### config.mk
export PLATFORM = sky130hd
export DESIGN_NAME = rhe_div
export DESIGN_NICKNAME = d
export VERILOG_FILES = /design/src/rtl/rhe_div.sv
export SDC_FILE = /design/constraint.sdc
export NUM_CORES = 1
export LEC_CHECK = 0
export BUFFER_PORTS_ARGS = -buffer_cell sky130_fd_sc_hd__buf_2
export CAP_MARGIN = 40
export CORE_MARGIN = 5
export CORE_UTILIZATION = 56
export DETAILED_ROUTE_END_ITERATION = 6
export PLACE_DENSITY_LB_ADDON = 0.12
export SYNTH_ARGS = -nofsm -noshare
export SYNTH_HDL_FRONTEND = slang
export SYNTH_SLANG_ARGS = --single-unit
### constraint.sdc
create_clock -name clk -period 8.1 [get_ports clk]
set_input_delay 1.62 -clock clk [delete_from_list [all_inputs] [get_ports clk]]
set_output_delay 1.62 -clock clk [all_outputs]
set_load 0.01 [all_outputs]
### src/rtl/rhe_div.sv
// Restoring divider, one quotient bit per cycle. Quotient saturates at 255.
module rhe_div #(
	parameter int NUM_W = 40,
	parameter int DEN_W = 23
) (
	input  logic             clk,
	input  logic             arst_n,
	input  logic             start,
	input  logic [NUM_W-1:0] num,
	input  logic [DEN_W-1:0] den,
	output logic             busy,
	output logic             done,
	output logic [7:0]       quo
);
	localparam int CNT_W = $clog2(NUM_W + 1);

	logic [NUM_W-1:0] num_q;
	logic [NUM_W-1:0] quo_q;
	logic [DEN_W:0]   rem_q;
	logic [DEN_W-1:0] den_q;
	logic [CNT_W-1:0] cnt_q;
	logic             busy_q;
	logic             done_q;
	logic [DEN_W:0]   trial;
	logic [DEN_W:0]   diff;

	assign trial = {rem_q[DEN_W-1:0], num_q[NUM_W-1]};
	assign diff  = trial - {1'b0, den_q};

	// one shift-subtract step a cycle
	always_ff @(posedge clk or negedge arst_n) begin
		if (!arst_n) begin
			busy_q <= 1'b0;
			done_q <= 1'b0;
			cnt_q  <= '0;
		end else begin
			done_q <= 1'b0;
			if (start) begin
				busy_q <= 1'b1;
				cnt_q  <= CNT_W'(NUM_W);
			end else if (busy_q) begin
				cnt_q <= cnt_q - 1'b1;
				if (cnt_q == CNT_W'(1)) begin
					busy_q <= 1'b0;
					done_q <= 1'b1;
				end
			end
		end
	end

	always_ff @(posedge clk) begin
		if (start) begin
			num_q <= num;
			den_q <= den;
			rem_q <= '0;
			quo_q <= '0;
		end else if (busy_q) begin
			num_q <= {num_q[NUM_W-2:0], 1'b0};
			if (!diff[DEN_W]) begin
				rem_q <= diff;
				quo_q <= {quo_q[NUM_W-2:0], 1'b1};
			end else begin
				rem_q <= trial;
				quo_q <= {quo_q[NUM_W-2:0], 1'b0};
			end
		end
	end

	assign busy = busy_q;
	assign done = done_q;
	assign quo  = (quo_q > NUM_W'(255)) ? 8'd255 : quo_q[7:0];

	a_done_after_busy: assert property (@(posedge clk) disable iff (!arst_n)
		done |-> $past(busy_q)) else $error("done without busy");
	a_no_start_busy: assert property (@(posedge clk) disable iff (!arst_n)
		start |-> !busy_q) else $error("start while busy");
	a_done_pulse: assert property (@(posedge clk) disable iff (!arst_n)
		done |=> !done) else $error("done held");
endmodule

==> results of run 1 <==
worst paths after layout:
kind | slack [ps] | endpoint | from | cells after the start
max | 4440 | quo[2] | quo_q[23] | 4
min reg2reg | 500 | rem_q[7] | rem_q[7] | 2
min in group asynchronous | 1040 | busy | arst_n | 1
max in group asynchronous | 6860 | busy | arst_n | 1
min | 500 | rem_q[7] | rem_q[7] | 2
max reg2reg | 4700 | rem_q[10] | den_q[1] | 11
layer usage:
metal / vias to the layer above / global-route usage (%)
met3: 8 / 5.959
met2: 79 / 30.37
met1: 2130 / 22.52
li1: 2258 / -
met4: 0 / 6.380
met5: - / 0
Yosys cell counts (2+ instances only):
cell type  instances  area share (%)
clkbuf_1          10            0.57
nor4_1             8            0.77
o21ai_0           14             1.1
a31oi_1            2            0.19
inv_1             32             1.8
edfxtp_1          63              29
mux2_2            39             6.7
o21a_1             3            0.34
o21bai_1           5            0.57
and3_1             4            0.38
or3_1              9            0.86
nand3b_1           2            0.23
a21oi_1           23             1.8
xnor2_1           16             2.1
xor2_1             7            0.94
nand4_1            6            0.57
and2_1             4            0.38
o211ai_1           2            0.23
nor3_1             6            0.46
ha_1              25             4.8
o31ai_1            2            0.23
nand2_1           18             1.0
mux2i_1           58             8.9
o31a_1             2            0.27
buf_1             13            0.75
a21o_1            12             1.4
or2_2              2            0.19
a21boi_0           3            0.34
dfrtp_1            8             3.1
dfxtp_1           63              19
a211oi_1          20             2.3
nand2b_1           2            0.19
nor2_1            81             4.7
state kept, by name, summed over array words and instances (netlist names):
name	flops
busy	1
rem_q	23
done	1
cnt_q	6
quo_q	40
den_q	23
num_q	40
worst reg2reg max path: stages (launching register included):
cell      delay [ps]
edfxtp_1         360
inv_1            100
ha_1             230
nor2b_1          140
o31a_1           300
o31a_1           330
a31o_1           280
a211o_4          400
xor2_4           520
buf_16           230
mux2i_1          100
a211oi_1         290
power by group through the flow:
stage / Clock (µW) / Sequential (µW) / Combinational, µW
CTS: 801 / 868 / 729
global route: 833 / 879 / 816
global placement: 0 / 878 / 678
floorplan: 0 / 861 / 582
finish: 783 / 868 / 729
detailed placement: 0 / 880 / 722
through the flow:
| step | worst slack, ps | area, µm² | hold WS (ps) | utilization (%) | power, µW |
|---|---|---|---|---|---|
| CTS | 4430 | 7666 | 504.2 | 67.14 | 2399 |
| global placement | 4135 | 7004 | 474.4 | 61.34 | 1556 |
| floorplan | 4638 | 6534 | 460.8 | - | 1443 |
| detailed placement | 4086 | 7052 | 496.7 | 61.76 | 1602 |
| finish | 4437 | 7666 | 502.1 | 67.14 | 2380 |
| global route | 4338 | 7666 | 530.7 | 67.14 | 2529 |
logic make-up after synthesis:
kind of cell / Yosys count / synth area share, %
xor+xnor: 24 / 3.504
buf+inv: 57 / 3.447
mux: 98 / 15.84
flops: 134 / 51.32
simple gates: 147 / 10.28
compound gates: 100 / 10.51
fa+ha+maj: 26 / 5.094
layout make-up:
cell class | count | area (µm²) | area share [%]
multi-input combinational | 395 | 2955 | 38.55
timing repair buffer | 79 | 440.4 | 5.745
clock buffer | 24 | 506.7 | 6.610
inverter | 32 | 120.1 | 1.567
sequential | 134 | 3357 | 43.79
tap | 143 | 178.9 | 2.334
clock inverter | 8 | 107.6 | 1.404
==> results.tsv, run 1 <==
stage	metric	value	unit
detailed_routing	DR WL/cell	15.09	µm
power	sequential power share	36.5	%
finish	Filler Cells Inserted	904	
detailed_routing	drt initial violations	205	
timing	final setup vio count	0	
timing	minimum clock period	3663	ps
timing	Final Max Tran Viols	0	
run	Max Cap Viol	0	
synthesis	syn_area_per_cell	11.15	µm²
detailed_routing	metal3 WL	611	µm
critical_path	worst path required time	6480	ps
clocking	Max H-tree Level	4	
clocking	CTS buffer count	17	
power	highest ir drop seen on vdd	0.2463	mV
global_routing	initial antenna violation count	0	
placed_design	DP Wirelength	8.407	mm
timing	endpoints failing hold	0	
die	CORE AREA	11420	µm²
finish	most frequent cells in the layout	nor2_1, buf_2, edfxtp_1, dfxtp_1, mux2i_1	
clocking	CTS tree	built	
finish	most common cell after layout, fill and taps aside	nor2_1	
clocking	Max clock buf depth	2	
clocking	CTS Sinks	134	
placed_design	post-placement cell count	783	
timing	worst rel slew slack	43.00	%
finish	Post-Layout Cell Count	815	
detailed_routing	first drt pass iteration count	4	
critical_path	max incr delay on CP	460	ps
global_routing	vias in the first global route	4541	
power	Comb power frac	30.6	%
run_status	status	finished, final reports clean	
detailed_routing	metal2 WL	6.083	mm
detailed_routing	drt drc	0	
clocking	Root Driver	clkbuf_16	
synthesis	FF+latch count, synth	134	
critical_path	CP max stage cell	or3_1	
critical_path	Worst path top cell family by delay	simple AND/OR/NAND/NOR gates	
critical_path	CP Buf/Inv Count	1	
timing	Setup Skew	12.11	ps
synthesis	Post-Syn Nets	678	
placed_design	routability congestion estimate	0.8317	
detailed_routing	routed via count	4475	
finish	Syn-to-layout area delta	17.33	%
critical_path	critical-path cell list	nor4_1 -> nand4_1 -> or3_1 -> buf_2	
timing	final worst-path cycle share	45.23	%
die	top-level port count	76	
clocking	Clock transition at path regs	60	ps
worst_hold_path	worst min path class	reg -> reg	
power	Int Pwr	1661	µW
detailed_routing	ANT nets after route	0	
detailed_routing	final wirelength	12.30	mm
power	Pleak	0.003567	µW
timing	worst-margin pin slew	855.0	ps
timing	fmax	0.2730	GHz
synthesis	synth unique cells	55	
synthesis	asr flop ratio synth	5.970	%
detailed_routing	uppermost layer routed	met4	
global_routing	GRT Util Overall	18.35	%
die	Total Die Area	13930	µm²
critical_path	CP Data Arrival Time	2040	ps
synthesis	Syn Inst Count	586	
power	Psw	719.4	µW
critical_path	Setup crit end kind	output port	
synthesis	sequential-to-total area share from yosys stat	51.32	%
detailed_routing	metal1 wirelength	5.477	mm
timing	setup TNS	0	ps
power	switching share of total power	30.22	%
finish	Nets	751	
clocking	post-CTS repair timing setup buffer count	0	
timing	RSZ-0062 raised after global routing	no	
global_routing	global-route wire length before repair	21.10	mm
power	clock power share	32.9	%
critical_path	Setup CP Type	reg -> out	
synthesis	Primary FF master, synth	edfxtp_1	
synthesis	Post-Synthesis Cell Area	6534	µm²
placed_design	port buffer count	75	
global_routing	grt total ovfl	0	
die	height of the die	118.0	µm
clocking	Hold Buf Count CTS	0	
die	row count	39	
finish	fraction of layout cells with a size suffix above 1	23.07	%
die	die extent in x	118.0	µm
synthesis	Warnings, synthesis	0	
clocking	worst-skew pair later-pin latency	420	ps
power	PD cells	310.5	nW/µm²
critical_path	Worst Path Max Fanout	8	
critical_path	Worst Setup Start Kind	flip-flop	
clocking	CTS resizes	0	
die	initial cell density of the core	57.22	%
synthesis	EDFF count, synth	63	
finish	# diodes	0	
detailed_routing	Vias/cell	5.491	
global_routing	largest net degree at the start of global routing	73	
Note: power is estimated with default switching activity, not from simulation.
==> run 2, diff against run 1 <==
- ABC_AREA: not set -> 1
- clock period: 8.1 -> 3.4 ns (I/O delays scaled with it)
==> results.tsv, run 2 <==
stage	metric	value	unit	change
timing	final setup vio count	0		unchanged
power	Tot Pwr	5757	µW	was 2380 µW
detailed_routing	Vias/cell	5.046		was 5.491
critical_path	CP Buf/Inv Count	4		was 1
synthesis	Post-Syn Nets	1024		was 678
global_routing	routing usage on met1	26.92	%	was 22.52%
detailed_routing	first drt pass iteration count	6		was 4
detailed_routing	drt initial violations	404		was 205
die	initial cell density of the core	57.61	%	was 57.22%
detailed_routing	drt drc	0		unchanged
synthesis	multiplexer area fraction after synthesis	0	%	was 15.84%
global_routing	busiest grt layer	met2		unchanged
finish	Core Util, Final	66.53	%	was 67.14%
clocking	worst-skew pair later-pin latency	420	ps	about the same
clocking	CTS resizes	0		unchanged
critical_path	cell mode on critical path	nand2_1		
clocking	Clock transition at path regs	60	ps	about the same
timing	setup TNS	0	ps	unchanged
timing	endpoints failing hold	0		unchanged
placed_design	port buffer count	75		unchanged
clocking	Root Driver	clkbuf_16		unchanged
synthesis	Commonest cells post-synth	nand2_1, inv_1, nand3_1, dfxtp_1, edfxtp_1		was nor2_1, dfxtp_1, edfxtp_1, mux2i_1, mux2_2
synthesis	leading area contributor after synthesis	edfxtp_1		unchanged
clocking	Max clock buf depth	2		unchanged
detailed_routing	final wirelength	15.52	mm	was 12.30 mm
power	sequential power share	35.4	%	was 36.5%
clocking	CTS Sinks	134		unchanged
critical_path	critical-path cell list	inv_1 -> ha_1 -> nand2_1 -> inv_1 -> nand2_1 -> nand2_1 -> inv_1 -> nand2_1 -> nand2_1 -> nand4_1 -> buf_4 -> nand3_1 -> nand2_1 -> nand2_1 -> nand2_1		was nor4_1 -> nand4_1 -> or3_1 -> buf_2
synthesis	Syn Inst Count	932		was 586
synthesis	top-count cell post-synth	nand2_1		was nor2_1
die	height of the die	121.9	µm	was 118.0 µm
die	top-level port count	76		unchanged
power	highest ir drop seen on vdd	0.4628	mV	was 0.2463 mV
timing	RSZ-0062 raised after global routing	no		unchanged
critical_path	Setup CP Type	reg -> reg		was reg -> out
timing	Setup Skew	11.87	ps	was 12.11 ps
global_routing	initial antenna violation count	3		was 0
critical_path	CP Data Arrival Time	2960	ps	was 2040 ps
global_routing	largest net degree at the start of global routing	53		was 73
power	Psw	2156	µW	was 719.4 µW
synthesis	synth unique cells	31		was 55
timing	worst-margin pin slew	644.8	ps	was 855.0 ps
clocking	post-CTS repair timing setup buffer count	0		unchanged
detailed_routing	routed via count	6000		was 4475
global_routing	M2 GR Usage	37.64	%	was 30.37%
power	PD cells	711.5	nW/µm²	was 310.5 nW/µm²
critical_path	start point of the critical path	den_q[14]		was quo_q[23]
critical_path	CP max stage cell	nand4_1		was or3_1
global_routing	grt total ovfl	0		unchanged
synthesis	Post-Synthesis Cell Area	7007	µm²	was 6534 µm²
clocking	Hold Buf Count CTS	0		unchanged
synthesis	sequential-to-total area share from yosys stat	47.86	%	was 51.32%
critical_path	Worst Path Max Fanout	12		was 8
die	Total Die Area	14850	µm²	was 13930 µm²
worst_hold_path	worst min path class	in -> async		was reg -> reg
finish	most common cell after layout, fill and taps aside	nand2_1		was nor2_1
finish	fraction of layout cells with a size suffix above 1	12.35	%	was 23.07%
global_routing	GR Layer Usage met3	6.964	%	was 5.959%
synthesis	Primary FF master, synth	edfxtp_1		unchanged
power	Comb power frac	34.4	%	was 30.6%
timing	worst rel slew slack	56.95	%	was 43.00%
critical_path	reg2reg setup slack	760	ps	was 4700 ps
clocking	Max H-tree Level	4		unchanged
critical_path	max incr delay on CP	510	ps	was 460 ps
synthesis	syn_area_per_cell	7.518	µm²	was 11.15 µm²
run_status	status	finished, final reports clean		unchanged
detailed_routing	DR WL/cell	13.05	µm	was 15.09 µm
finish	Largest regs	num_q: 40 flops, quo_q: 40 flops		unchanged
critical_path	Worst path top cell family by delay	simple AND/OR/NAND/NOR gates		unchanged
critical_path	Setup crit end kind	flip-flop		was output port
global_routing	vias in the first global route	5731		was 4541
critical_path	Worst Setup Start Kind	flip-flop		unchanged
timing	Final Max Tran Viols	0		unchanged
synthesis	largest cells by area after synthesis	edfxtp_1, nand2_1, dfxtp_1		was edfxtp_1, dfxtp_1, mux2i_1
synthesis	Yosys top cell area share	27.00	%	was 28.95%
synthesis	Warnings, synthesis	0		unchanged
synthesis	Post-Synth XOR/XNOR Area	0.8750	%	was 3.504%
power	Int Pwr	3602	µW	was 1661 µW
timing	final worst-path cycle share	77.79	%	
run	Max Cap Viol	0		unchanged
clocking	CTS buffer count	17		unchanged
finish	Nets	1099		was 751
power	switching share of total power	37.44	%	was 30.22%
finish	most frequent cells in the layout	nand2_1, inv_1, buf_2, nand3_1		was nor2_1, buf_2, edfxtp_1, dfxtp_1, mux2i_1
clocking	CTS tree	built		unchanged
die	die extent in x	121.9	µm	was 118.0 µm
placed_design	routability congestion estimate	0.9393		was 0.8317
placed_design	DP Wirelength	10.98	mm	was 8.407 mm
global_routing	GRT Util Overall	22.00	%	was 18.35%
critical_path	RR Startpoint	den_q[14]		was den_q[1]
global_routing	global-route wire length before repair	25.96	mm	was 21.10 mm
synthesis	largest family of logic cells by synthesized area	simple AND/OR/NAND/NOR gates		was multiplexers
timing	fmax	0.3781	GHz	
synthesis	Post-Synth Adder-Cell Area	4.750	%	was 5.094%
synthesis	post-synthesis compound-gate area fraction	6.107	%	was 10.51%
timing	minimum clock period	2645	ps	
synthesis	asr flop ratio synth	5.970	%	unchanged
critical_path	worst path required time	3710	ps	was 6480 ps
power	Pleak	0.004247	µW	was 0.003567 µW
detailed_routing	ANT nets after route	0		unchanged
synthesis	FF+latch count, synth	134		unchanged
synthesis	Synth Area in Simple Gates	30.39	%	was 10.28%
power	clock power share	30.2	%	was 32.9%
synthesis	EDFF count, synth	63		unchanged
die	CORE AREA	12160	µm²	was 11420 µm²
finish	Syn-to-layout area delta	15.48	%	was 17.33%
die	row count	40		was 39
run 2: changes by cell type in the layout (fill, tap and decap cells not counted), sizes merged, moves of 38 or more:
cell   previous run  this run
o22ai             1        39
mux2i            58         0
nor2             81        32
nand3             1        68
inv              37       163
mux2             40         0
nand2            18       386
run 2: final timing paths:
path / endpoint / depth (start not counted)
setup reg to reg: rem_q[12] / 15
setup / recovery: rem_q[12] / 15
max in group asynchronous: cnt_q[0] / 1
hold reg to reg: quo_q[39] / 2
hold / removal: cnt_q[2] / 1
min in group clk: den_q[22] / 1
run 2: cell type report:
type,count,area (µm²)
diodes,1,2.502
clock buffers,19,454.2
clock inverters,13,105.1
fillers,1083,4070
inverters,151,566.8
multi-input cells,620,2952
flip-flops and latches,134,3353
well taps,168,210.2
repair buffers,83,447.9
run 2: kinds of logic (layout without fill, tap and decap cells):
family                   after synthesis  in the layout
AND/OR/NAND/NOR                      514            514
adder cells (fa/ha/maj)               26             26
buffers and inverters                178            266
XOR/XNOR                               7              7
other                                  0              1
flip-flops                           134            134
AO/OA/AOI/OAI                         73             73
run 2: layer usage:
metal  vias up  wire length, µm
li1       3118                -
met1      2727             6868
met2       137             7619
met3        14              882
met4         4              137
met5         -               14
run 2: power groups by stage:
stage	clock network, µW	registers (µW)	logic [µW]
floorplan	0	2030	1560
global placement	0	2060	1940
detailed placement	0	2060	1960
CTS	1770	2040	1980
global route	1840	2060	2300
finish	1740	2040	1980
run 2: stage by stage:
stage | hold slack, ps | setup slack (ps) | instances | area, µm²
floorplan | 384.4 | 455.1 | 932 | 7007
global placement | 444.0 | 848.5 | 1156 | 7530
detailed placement | 454.7 | 723.9 | 1156 | 7530
CTS | 90.19 | 699.9 | 1188 | 8089
global route | 87.38 | 377.7 | 1189 | 8092
finish | 91.78 | 755.3 | 1189 | 8092
